[config.mk]
export PLATFORM = sky130hd
export DESIGN_NAME = pso_upd_mul
export DESIGN_NICKNAME = d
export VERILOG_FILES = /design/src/assert_macros.svh /design/src/pso_upd_pkg.sv /design/src/pso_upd_mul.sv
export SDC_FILE = /design/constraint.sdc
export NUM_CORES = 2
export LEC_CHECK = 0
export ABC_AREA = 1
export BUFFER_PORTS_ARGS = -buffer_cell sky130_fd_sc_hd__buf_4
export CORE_UTILIZATION = 40
export DETAILED_ROUTE_END_ITERATION = 12
export GPL_TIMING_DRIVEN = 0
export PLACE_DENSITY = 0.6
export SLEW_MARGIN = 20
export SYNTH_ARGS = -nofsm -noshare
export SYNTH_HDL_FRONTEND = slang
export SYNTH_SLANG_ARGS = --single-unit
[constraint.sdc]
create_clock -name clk_i -period 10.3 [get_ports clk_i]
set_input_delay 2.06 -clock clk_i [delete_from_list [all_inputs] [get_ports clk_i]]
set_output_delay 2.06 -clock clk_i [all_outputs]
set_load 0.01 [all_outputs]
[src/assert_macros.svh]
// Assertion helpers shared by the RTL. Each macro checks one implication on the
// rising clock edge and is switched off while the active-low reset is asserted.
`ifndef ASSERT_MACROS_SVH
`define ASSERT_MACROS_SVH

`ifndef NO_ASSERTIONS

// Same-cycle implication: when ante holds, cons holds in the same cycle.
`define ASSERT_IMP(lbl, clk, rst_n, ante, cons) \
  lbl: assert property (@(posedge clk) disable iff (!(rst_n)) (ante) |-> (cons)) \
    else $error("assertion failed: same-cycle implication");

// Next-cycle implication: when ante holds, cons holds in the next cycle.
`define ASSERT_NXT(lbl, clk, rst_n, ante, cons) \
  lbl: assert property (@(posedge clk) disable iff (!(rst_n)) (ante) |=> (cons)) \
    else $error("assertion failed: next-cycle implication");

`else

`define ASSERT_IMP(lbl, clk, rst_n, ante, cons)
`define ASSERT_NXT(lbl, clk, rst_n, ante, cons)

`endif

`endif

[src/pso_upd_pkg.sv]
`timescale 1ns / 1ps

package pso_upd_pkg;

  // Shared multiplier: 33-bit signed operands, full 66-bit product.
  localparam int OpW   = 33;
  localparam int ProdW = 2 * OpW;

  // Fraction bits of the gains and of the random weights.
  localparam int GainFrac = 12;
  localparam int RandFrac = 16;

  // Combined weight k = (c * r) >> GainFrac fits in 22 bits.
  localparam int KW = 16 + 18 - GainFrac;

  // Velocity accumulator holds the exact sum of the three terms.
  localparam int AccW = 42;

  // Distance square root: 64-bit radicand, 32-bit root, one bit per cycle.
  localparam int RadW     = 64;
  localparam int RootW    = RadW / 2;
  localparam int IterCntW = $clog2(RootW);
  localparam logic [IterCntW-1:0] SqrtLast = IterCntW'(RootW - 1);

  localparam logic [31:0] FitInf = 32'hFFFF_FFFF;

  // Configuration register indexes.
  localparam int CfgIdxW = 3;
  typedef enum logic [CfgIdxW-1:0] {
    CFG_INERTIA = 3'd0,
    CFG_COG     = 3'd1,
    CFG_SOC     = 3'd2,
    CFG_GOAL_X  = 3'd3,
    CFG_GOAL_Y  = 3'd4
  } cfg_idx_e;

  // Saturate a wide signed value to 32-bit signed.
  function automatic logic signed [31:0] sat32(input logic signed [AccW-1:0] v);
    logic signed [31:0] r;
    if (v[AccW-1:31] == {(AccW-31){v[AccW-1]}}) begin
      r = v[31:0];
    end else if (v[AccW-1]) begin
      r = 32'sh8000_0000;
    end else begin
      r = 32'sh7FFF_FFFF;
    end
    return r;
  endfunction

endpackage

[src/pso_upd_mul.sv]
`timescale 1ns / 1ps

module pso_upd_mul import pso_upd_pkg::*; (
  input  logic                    clk_i,
  input  logic signed [OpW-1:0]   a_i,
  input  logic signed [OpW-1:0]   b_i,
  output logic signed [ProdW-1:0] p_o
);

  logic signed [ProdW-1:0] p_d;
  logic signed [ProdW-1:0] p_q;

  assign p_d = a_i * b_i;

  always_ff @(posedge clk_i) begin
    p_q <= p_d;
  end

  assign p_o = p_q;

endmodule

==> flow_summary.yaml <==
logic_synthesis:
  synthArstFlopShare_pct: 0
  yosys_register_bits: 66
  synth_cell_types: 32
  syn_avg_cell_area_um2: 7.78
  synth-edff-count: 0
  yosysTopAreaCell: "fa_1"
  synthCells: 5549
  synth_warnings: 0
  synth-seq-area-share_pct: 3.06
  syn-cell-area_um2: 43200
  synth_area_leaders: "fa_1 (53%), inv_1 (16%), nand2_1 (13%), ha_1 (6.3%), dfxtp_1 (3.1%)"
  dominantRegCellSynth: "dfxtp_1"
  syn_nets: 6978
  yosysTopAreaCellShare_pct: 53.1
sta:
  hold_viol: 0
  slew_headroom_pct: 11.0
  worst_slack_ns: 0.120
  slew_violations: 0
  rsz0062_at_grt: "false"
  tightest_slew_ns: 1.34
  min_period_ns: 10.18
  finalSetupViolCount: 0
  timing.fmax_mhz: 98.2
  period_share_pct: 98.8
clock_network:
  numCtsBuffers: 9
  cts_tree: "built"
  cts_sinks: 66
  cts_setup_buffers: 0
  htreeDepth: 3
  clkTransAtPathRegs_ns: 0.05
  cts_root_buf: "clkbuf_16"
  ctsHoldBuffers: 0
  clockBufferDepth: 2
floorplan:
  die-area_um2: 109000
  die_y_um: 331
  io_pins: 133
  core_um2: 107000
  die_w_um: 331
  num_rows: 120
  initial_core_util_pct: 40.3
critical_path:
  endpoint_kind: "register"
  crit_type: "input pin to register"
  start_kind: "input pin"
  worstPathArrival_ns: 10.40
  required_ns: 10.52
  worstPathMaxFanout: 10
placed_design:
  hpwl_um: 147000
  place_ws_ns: -0.288
  port_buffers: 67
  gp_congestion: 1.05
grt:
  antenna_found_initial: 18
  grt_pass1_vias: 37900
  grt_usage_pct: 32.7
  grt_max_degree: 19
  overflow: 0
  grt_pass1_wl_um: 250000
drt:
  wl_um: 173000
  wl_per_cell_um: 24.5
  drc_errors: 0
  drtIter0Drc: 3373
  postRouteAntennaNets: 0
  dr_total_vias: 35400
  via_per_inst: 5.02
  firstDrtPassIters: 6
run:
  cap_violations: 0
min_path:
  worst_hold_path_type: "input pin to register"
outcome:
  outcome: "complete, no violations"
layout:
  largest_reg_flops: 66
  nets: 7057
  fillers: 11300
  drive_above_1_share_pct: 3.18
  syn_to_final_growth_pct: 6.24
==> cell type report <==
type	count	area, um2	share of cell area [%]
Timing Repair Buffer	68	531	1.16
Multi-Input combinational cell	3318	33700	73.5
Clock buffer	10	229	0.499
Clock inverter	6	115	0.251
Inverter	1902	7140	15.6
Antenna cell	5	12.5	0.0273
Sequential cell	66	1320	2.88
Tap cell	1403	1760	3.83
Buffer	263	1030	2.25
==> cell usage in the layout (no fill, tap or decap), drive strengths merged <==
cell and instances:
a21boi 1, a21o 3, a21oi 64, and2 3, buf 71, bufinv 3, clkbuf 269, clkdlybuf4s15 1
clkinv 2, clkinvlp 1, dfxtp 66, diode 5, fa 1145, ha 217, inv 1902, nand2 1538
nand3 78, nand3b 4, nand4 19, nor2 151, nor3 8, nor4 5, o21a 1, o21ai 24
o21bai 12, or2 6, xnor2 4, xor2 35
==> routing by layer <==
layer | global-route usage [%] | vias up | part of all wire, % | wire length (um)
met5 | 0 | - | 0.078 | 135
met4 | 19.2 | 20 | 7.6 | 13100
met3 | 8.39 | 526 | 10 | 18100
met2 | 51.9 | 1844 | 44 | 76800
met1 | 40.3 | 17800 | 37 | 64600
li1 | - | 15200 | - | -
==> cell families after synthesis <==
family	Yosys count	synth area share [%]
XOR/XNOR	39	0.791
flip-flops	66	3.06
AO/OA/AOI/OAI	105	1.34
AND/OR/NAND/NOR	1812	16.6
adder cells (fa/ha/maj)	1362	59.4
buffers and inverters	2165	18.8
==> critical path, stage by stage <==
cell and delay [ns]:
clkbuf_1 0.57, clkbuf_1 1.04, nand2_1 0.15, fa_1 0.53
fa_1 0.49, inv_1 0.05, fa_1 0.58, inv_1 0.09
fa_1 0.53, inv_1 0.06, fa_1 0.51, fa_1 0.48
fa_1 0.51, inv_1 0.05, fa_1 0.62, inv_1 0.08
ha_1 0.38, nand2_1 0.10, nand2_1 0.08, a21oi_1 0.24
o21ai_0 0.27, a21oi_1 0.37, nand2_2 0.17, nand2_1 0.16
nand2_1 0.07, nand2_1 0.06, nand2_1 0.07
==> Yosys cell counts (12+ instances only) <==
cell,n
nand2_2,15
nor2_2,22
nand4_1,19
nand2_1,1523
ha_1,217
o21ai_0,18
clkbuf_1,261
nand3_1,70
inv_1,1896
o21bai_1,12
a21oi_1,61
fa_1,1145
xor2_1,35
dfxtp_1,66
nor2_1,125
==> path summary, 6_finish.rpt <==
check / slack, ns / end / depth (start not counted) / start
max: 0.12 / p_o[64] / 27 / a_i[19]
min: 2.32 / p_o[0] / 3 / a_i[0]
==> stage by stage <==
stage | hold WS (ns) | utilization [%] | area [um2] | cells | setup TNS [ns]
after floorplan | 2.32 | - | 43200 | 5549 | 0
after global routing | 2.31 | 42.8 | 45900 | 7036 | 0
final | 2.32 | 42.8 | 45900 | 7041 | 0
after CTS | 2.32 | 42.8 | 45800 | 7036 | 0
after detailed placement | 2.45 | 42.5 | 45500 | 7020 | -1.99
after global placement | 2.45 | 42.4 | 45400 | 7019 | -10.92
==> what timing repair did <==
item / CTS / global route
endpoints found under the hold margin: 0 / 0
endpoints found under the setup margin: 0 / 15
resized for setup: 0 / 21
Power is left out: the tool's default activity adds up to more than one toggle a clock period on the data nets, which glitch-free logic cannot reach.
