==> config.mk <==
export PLATFORM = sky130hd
export DESIGN_NAME = pso_upd_sqrt
export DESIGN_NICKNAME = d
export VERILOG_FILES = /design/src/pso_upd_pkg.sv /design/src/pso_upd_sqrt.sv
export VERILOG_INCLUDE_DIRS = /design/src /design/src/src
export SDC_FILE = /design/constraint.sdc
export NUM_CORES = 1
export LEC_CHECK = 0
export ABC_CLOCK_PERIOD_IN_PS = 7500
export BUFFER_PORTS_ARGS = -buffer_cell sky130_fd_sc_hd__buf_4
export CAP_MARGIN = 20
export CORE_ASPECT_RATIO = 0.75
export CORE_MARGIN = 2
export CORE_UTILIZATION = 45
export DETAILED_ROUTE_END_ITERATION = 12
export PLACE_DENSITY = 0.63
export SYNTH_ARGS = -nofsm -noshare
export SYNTH_HDL_FRONTEND = slang
export SYNTH_SLANG_ARGS = --single-unit
==> constraint.sdc <==
create_clock -name clk_i -period 7.5 [get_ports clk_i]
set_input_delay 0.75 -clock clk_i [delete_from_list [all_inputs] [get_ports clk_i]]
set_output_delay 0.75 -clock clk_i [all_outputs]
set_load 0.01 [all_outputs]
==> src/assert_macros.svh <==
// Assertion helpers shared by the RTL. Each macro checks one implication on the
// rising clock edge and is switched off while the active-low reset is asserted.
`ifndef ASSERT_MACROS_SVH
`define ASSERT_MACROS_SVH

`ifndef NO_ASSERTIONS

// Same-cycle implication: when ante holds, cons holds in the same cycle.
`define ASSERT_IMP(lbl, clk, rst_n, ante, cons) \
  lbl: assert property (@(posedge clk) disable iff (!(rst_n)) (ante) |-> (cons)) \
    else $error("assertion failed: same-cycle implication");

// Next-cycle implication: when ante holds, cons holds in the next cycle.
`define ASSERT_NXT(lbl, clk, rst_n, ante, cons) \
  lbl: assert property (@(posedge clk) disable iff (!(rst_n)) (ante) |=> (cons)) \
    else $error("assertion failed: next-cycle implication");

`else

`define ASSERT_IMP(lbl, clk, rst_n, ante, cons)
`define ASSERT_NXT(lbl, clk, rst_n, ante, cons)

`endif

`endif

==> src/pso_upd_pkg.sv <==
`timescale 1ns / 1ps

package pso_upd_pkg;

  // Shared multiplier: 33-bit signed operands, full 66-bit product.
  localparam int OpW   = 33;
  localparam int ProdW = 2 * OpW;

  // Fraction bits of the gains and of the random weights.
  localparam int GainFrac = 12;
  localparam int RandFrac = 16;

  // Combined weight k = (c * r) >> GainFrac fits in 22 bits.
  localparam int KW = 16 + 18 - GainFrac;

  // Velocity accumulator holds the exact sum of the three terms.
  localparam int AccW = 42;

  // Distance square root: 64-bit radicand, 32-bit root, one bit per cycle.
  localparam int RadW     = 64;
  localparam int RootW    = RadW / 2;
  localparam int IterCntW = $clog2(RootW);
  localparam logic [IterCntW-1:0] SqrtLast = IterCntW'(RootW - 1);

  localparam logic [31:0] FitInf = 32'hFFFF_FFFF;

  // Configuration register indexes.
  localparam int CfgIdxW = 3;
  typedef enum logic [CfgIdxW-1:0] {
    CFG_INERTIA = 3'd0,
    CFG_COG     = 3'd1,
    CFG_SOC     = 3'd2,
    CFG_GOAL_X  = 3'd3,
    CFG_GOAL_Y  = 3'd4
  } cfg_idx_e;

  // Saturate a wide signed value to 32-bit signed.
  function automatic logic signed [31:0] sat32(input logic signed [AccW-1:0] v);
    logic signed [31:0] r;
    if (v[AccW-1:31] == {(AccW-31){v[AccW-1]}}) begin
      r = v[31:0];
    end else if (v[AccW-1]) begin
      r = 32'sh8000_0000;
    end else begin
      r = 32'sh7FFF_FFFF;
    end
    return r;
  endfunction

endpackage

==> src/pso_upd_sqrt.sv <==
`timescale 1ns / 1ps

`include "assert_macros.svh"

module pso_upd_sqrt import pso_upd_pkg::*; (
  input  logic             clk_i,
  input  logic             rst_ni,
  input  logic             start_i,
  input  logic [RadW-1:0]  rad_i,
  output logic [RootW-1:0] root_o,
  output logic             done_o
);

  logic                busy_q;
  logic                done_q;
  logic [IterCntW-1:0] cnt_q;
  logic [RadW-1:0]     rad_q;
  logic [RootW+1:0]    rem_q;
  logic [RootW-1:0]    root_q;

  logic [RootW+3:0]    rem_sh;
  logic [RootW+3:0]    trial;
  logic                take;
  logic [RootW+1:0]    rem_d;
  logic [RootW-1:0]    root_d;

  // Restoring digit recurrence: two radicand bits in, one root bit out.
  assign rem_sh = {rem_q, rad_q[RadW-1 -: 2]};
  assign trial  = {2'b00, root_q, 2'b01};
  assign take   = rem_sh >= trial;
  assign rem_d  = take ? (RootW+2)'(rem_sh - trial) : (RootW+2)'(rem_sh);
  assign root_d = {root_q[RootW-2:0], take};

  always_ff @(posedge clk_i or negedge rst_ni) begin
    if (!rst_ni) begin
      busy_q <= 1'b0;
      done_q <= 1'b0;
      cnt_q  <= '0;
    end else begin
      done_q <= 1'b0;
      if (start_i) begin
        busy_q <= 1'b1;
        cnt_q  <= '0;
      end else if (busy_q) begin
        cnt_q <= cnt_q + IterCntW'(1);
        if (cnt_q == SqrtLast) begin
          busy_q <= 1'b0;
          done_q <= 1'b1;
        end
      end
    end
  end

  always_ff @(posedge clk_i) begin
    if (start_i) begin
      rad_q  <= rad_i;
      rem_q  <= '0;
      root_q <= '0;
    end else if (busy_q) begin
      rad_q  <= {rad_q[RadW-3:0], 2'b00};
      rem_q  <= rem_d;
      root_q <= root_d;
    end
  end

  assign root_o = root_q;
  assign done_o = done_q;

  `ASSERT_IMP(a_start_idle, clk_i, rst_ni, start_i, !busy_q)
  `ASSERT_NXT(a_last_done, clk_i, rst_ni, busy_q && !start_i && cnt_q == SqrtLast, done_q)
  `ASSERT_IMP(a_done_not_busy, clk_i, rst_ni, done_q, !busy_q)

endmodule

==> results.cfg <==
[critical_path]
startpoint = root_o[0]
r2r_start = root_o[0]
critPathKind = register to register
arrival_ps = 3680
crit_path_end_kind = register
cp.required_ps = 7810
startpoint_type = register
cp_max_fo = 30

[sta]
setup-tns-final_ps = 0
fin_hold_ws_ps = 121.7
grt_setup_unrepaired = no
worst_pin_slew_ps = 1012
period_share_pct = 44.89
finalSetupViolCount = 0
clock_skew_ps = 8.155
final_max_slew_viol_count = 0
hold_viol = 0
maxSlewHeadroom_pct = 32.53
period_minus_slack_ps = 3367
fmax_mhz = 297.0

[run_status]
status = finished clean

[die]
num_rows = 41
initial_core_util_pct = 46.52
die_w_um = 157.2
dieArea_um2 = 18690
ios = 100
die_h_um = 118.9
coreArea_um2 = 17030

[synthesis]
synth_edf_count = 64
synth_nets = 893
muxShareOfSynthArea_pct = 13.66
syn_inst = 790
mappedNetlistArea_um2 = 7923
synth_simple_gate_area_share_pct = 14.32
synthXorXnorAreaFrac_pct = 2.432
ys_seq_area_share_pct = 43.15
synth_most_common_cell = nor2_1
synth_seq_cells = 137
yosys_warnings = 0
synthAdderAreaFrac_pct = 5.685
avgSynthCellArea_um2 = 10.03
synth_top_family_by_area = compound AO/OA/AOI/OAI gates
synth_top_area_share_pct = 24.26
yosysUniqueCellTypes = 65
yosysTopAreaCell = edfxtp_1
yosys-top-cells-area = edfxtp_1, dfxtp_1, mux2_2
synth_commonest_cells = nor2_1, dfxtp_1, mux2_2, edfxtp_1, nand2_1
synth_compound_area_share_pct = 15.78
async_reset_ff_share_pct = 5.109
synth_ff_type = dfxtp_1

[clock_tree]
clock_latency_ps = 430
h-tree-depth = 4
path_clk_slew_ps = 70
post-cts-setup-buffer-count = 0
clk_path_buf_depth = 2
cts_tree = done
cts_num_sinks = 137
cts_hold_buffers = 0
post_cts_resized = 0
numCtsBuffers = 17
cts-root-buf = clkbuf_16

[final_layout]
diodes = 0
fillers = 1536
drive_above_1_share_pct = 27.68
nets = 975
seqCellArea_um2 = 3422
area_delta_synth_final_pct = 18.46
multi_input_area_um2 = 4110

[drt]
vias_per_cell = 5.480
vias = 6143
first_pass_iters = 5
wire_per_inst_um = 16.01
antenna_left = 0
drc = 0
routed_wirelength_um = 17950
drt_iter0_drc = 419

[placed_design]
dp_hpwl_um = 12300
gp_congestion = 0.8673
port_buffers = 99

[global_route]
overflow = 0
grt_pass1_wl_um = 29620
grt.total_usage_pct = 19.67
grt_pass1_vias = 5905
antenna_found_initial = 0
grt_max_degree = 90

[min_path]
hold_path_class = input pin to async pin

[power]
p_per_area_nw_per_um2 = 388.3
p_leak_nw = 4.076
ir_drop_uv = 224.3

[flow_run]
drv_cap = 0
## routing by layer
metal | routed length [um] | up-vias | global-route usage, %
li1 | - | 3039 | -
met1 | 9001 | 2926 | 28.34
met2 | 7925 | 154 | 29.37
met3 | 778 | 24 | 4.585
met4 | 246 | 0 | 5.625
met5 | 0 | - | 0
## cell families after synthesis
kind of cell               count (synthesis)
AOI/OAI and AO/OA                        165
xor gates and xnor gates                  22
adders and majority gates                 36
buffers and inverters                     89
DFF                                      137
muxes                                    100
and+or+nand+nor                          241
## placed cells by master, fill, tap and decap left out, drive strengths merged, types with 9 or more instances in the layout
cell type and n:
mux2i 35, o21ai 26, nand3 21, ha 36, dfxtp 66, edfxtp 64, xor2 9, nand4 10
nand2 70, mux2 65, nor3 12, inv 54, a311oi 24, clkbuf 17, a21oi 44, buf 104
a21o 18, nor2 90, xnor2 13
## final timing paths
check,slack (ps),to,cells after the start
min in group clk_i,510,rem_q[19],2
max reg2reg,4130,rem_q[25],10
min reg2reg,510,rem_q[19],2
max in group asynchronous,7240,busy_q,1
min,120,cnt_q[3],1
max,4130,rem_q[25],10
## per-stage QoR
stage | std cells | util (%) | total power [mW] | instance area [um^2] | setup WS (ps)
CTS | 1120 | 54.99 | 3.648 | 9365 | 4126
global route | 1121 | 55.11 | 3.902 | 9385 | 3972
global placement | 1088 | 51.56 | 2.759 | 8781 | 4367
floorplan | 790 | - | 2.504 | 7923 | 4486
finish | 1121 | 55.11 | 3.644 | 9385 | 4133
detailed placement | 1088 | 51.56 | 2.797 | 8781 | 4160
## state kept, by name, summed over array words and instances (netlist names)
signal  cells
rad_q      64
rem_q      34
root_o     32
cnt_q       5
busy_q      1
done_o      1
## critical path, stage by stage (launching register included)
cell	delay [ps]
dfxtp_1	370
inv_1	70
ha_1	370
nor2b_4	160
o31a_1	280
o311a_4	350
o21a_4	210
or4_4	570
nand2_4	380
nand2_1	130
a311oi_1	340
## power by group
group / total, mW / internal, mW / switching, mW
registers: 0.963 / 0.893 / 0.0701
logic: 1.84 / 0.778 / 1.07
clock network: 0.836 / 0.468 / 0.368
total: 3.64 / 2.14 / 1.50
## cell type report
class                   count  area share, %
clock buffers              17          4.533
clock inverters            15          1.693
inverters                  48          1.920
multi-input cells         564          43.79
flip-flops and latches    137          36.46
well taps                 236          3.146
repair buffers            104          8.452
No activity file was read; power rests on OpenSTA's default activity.
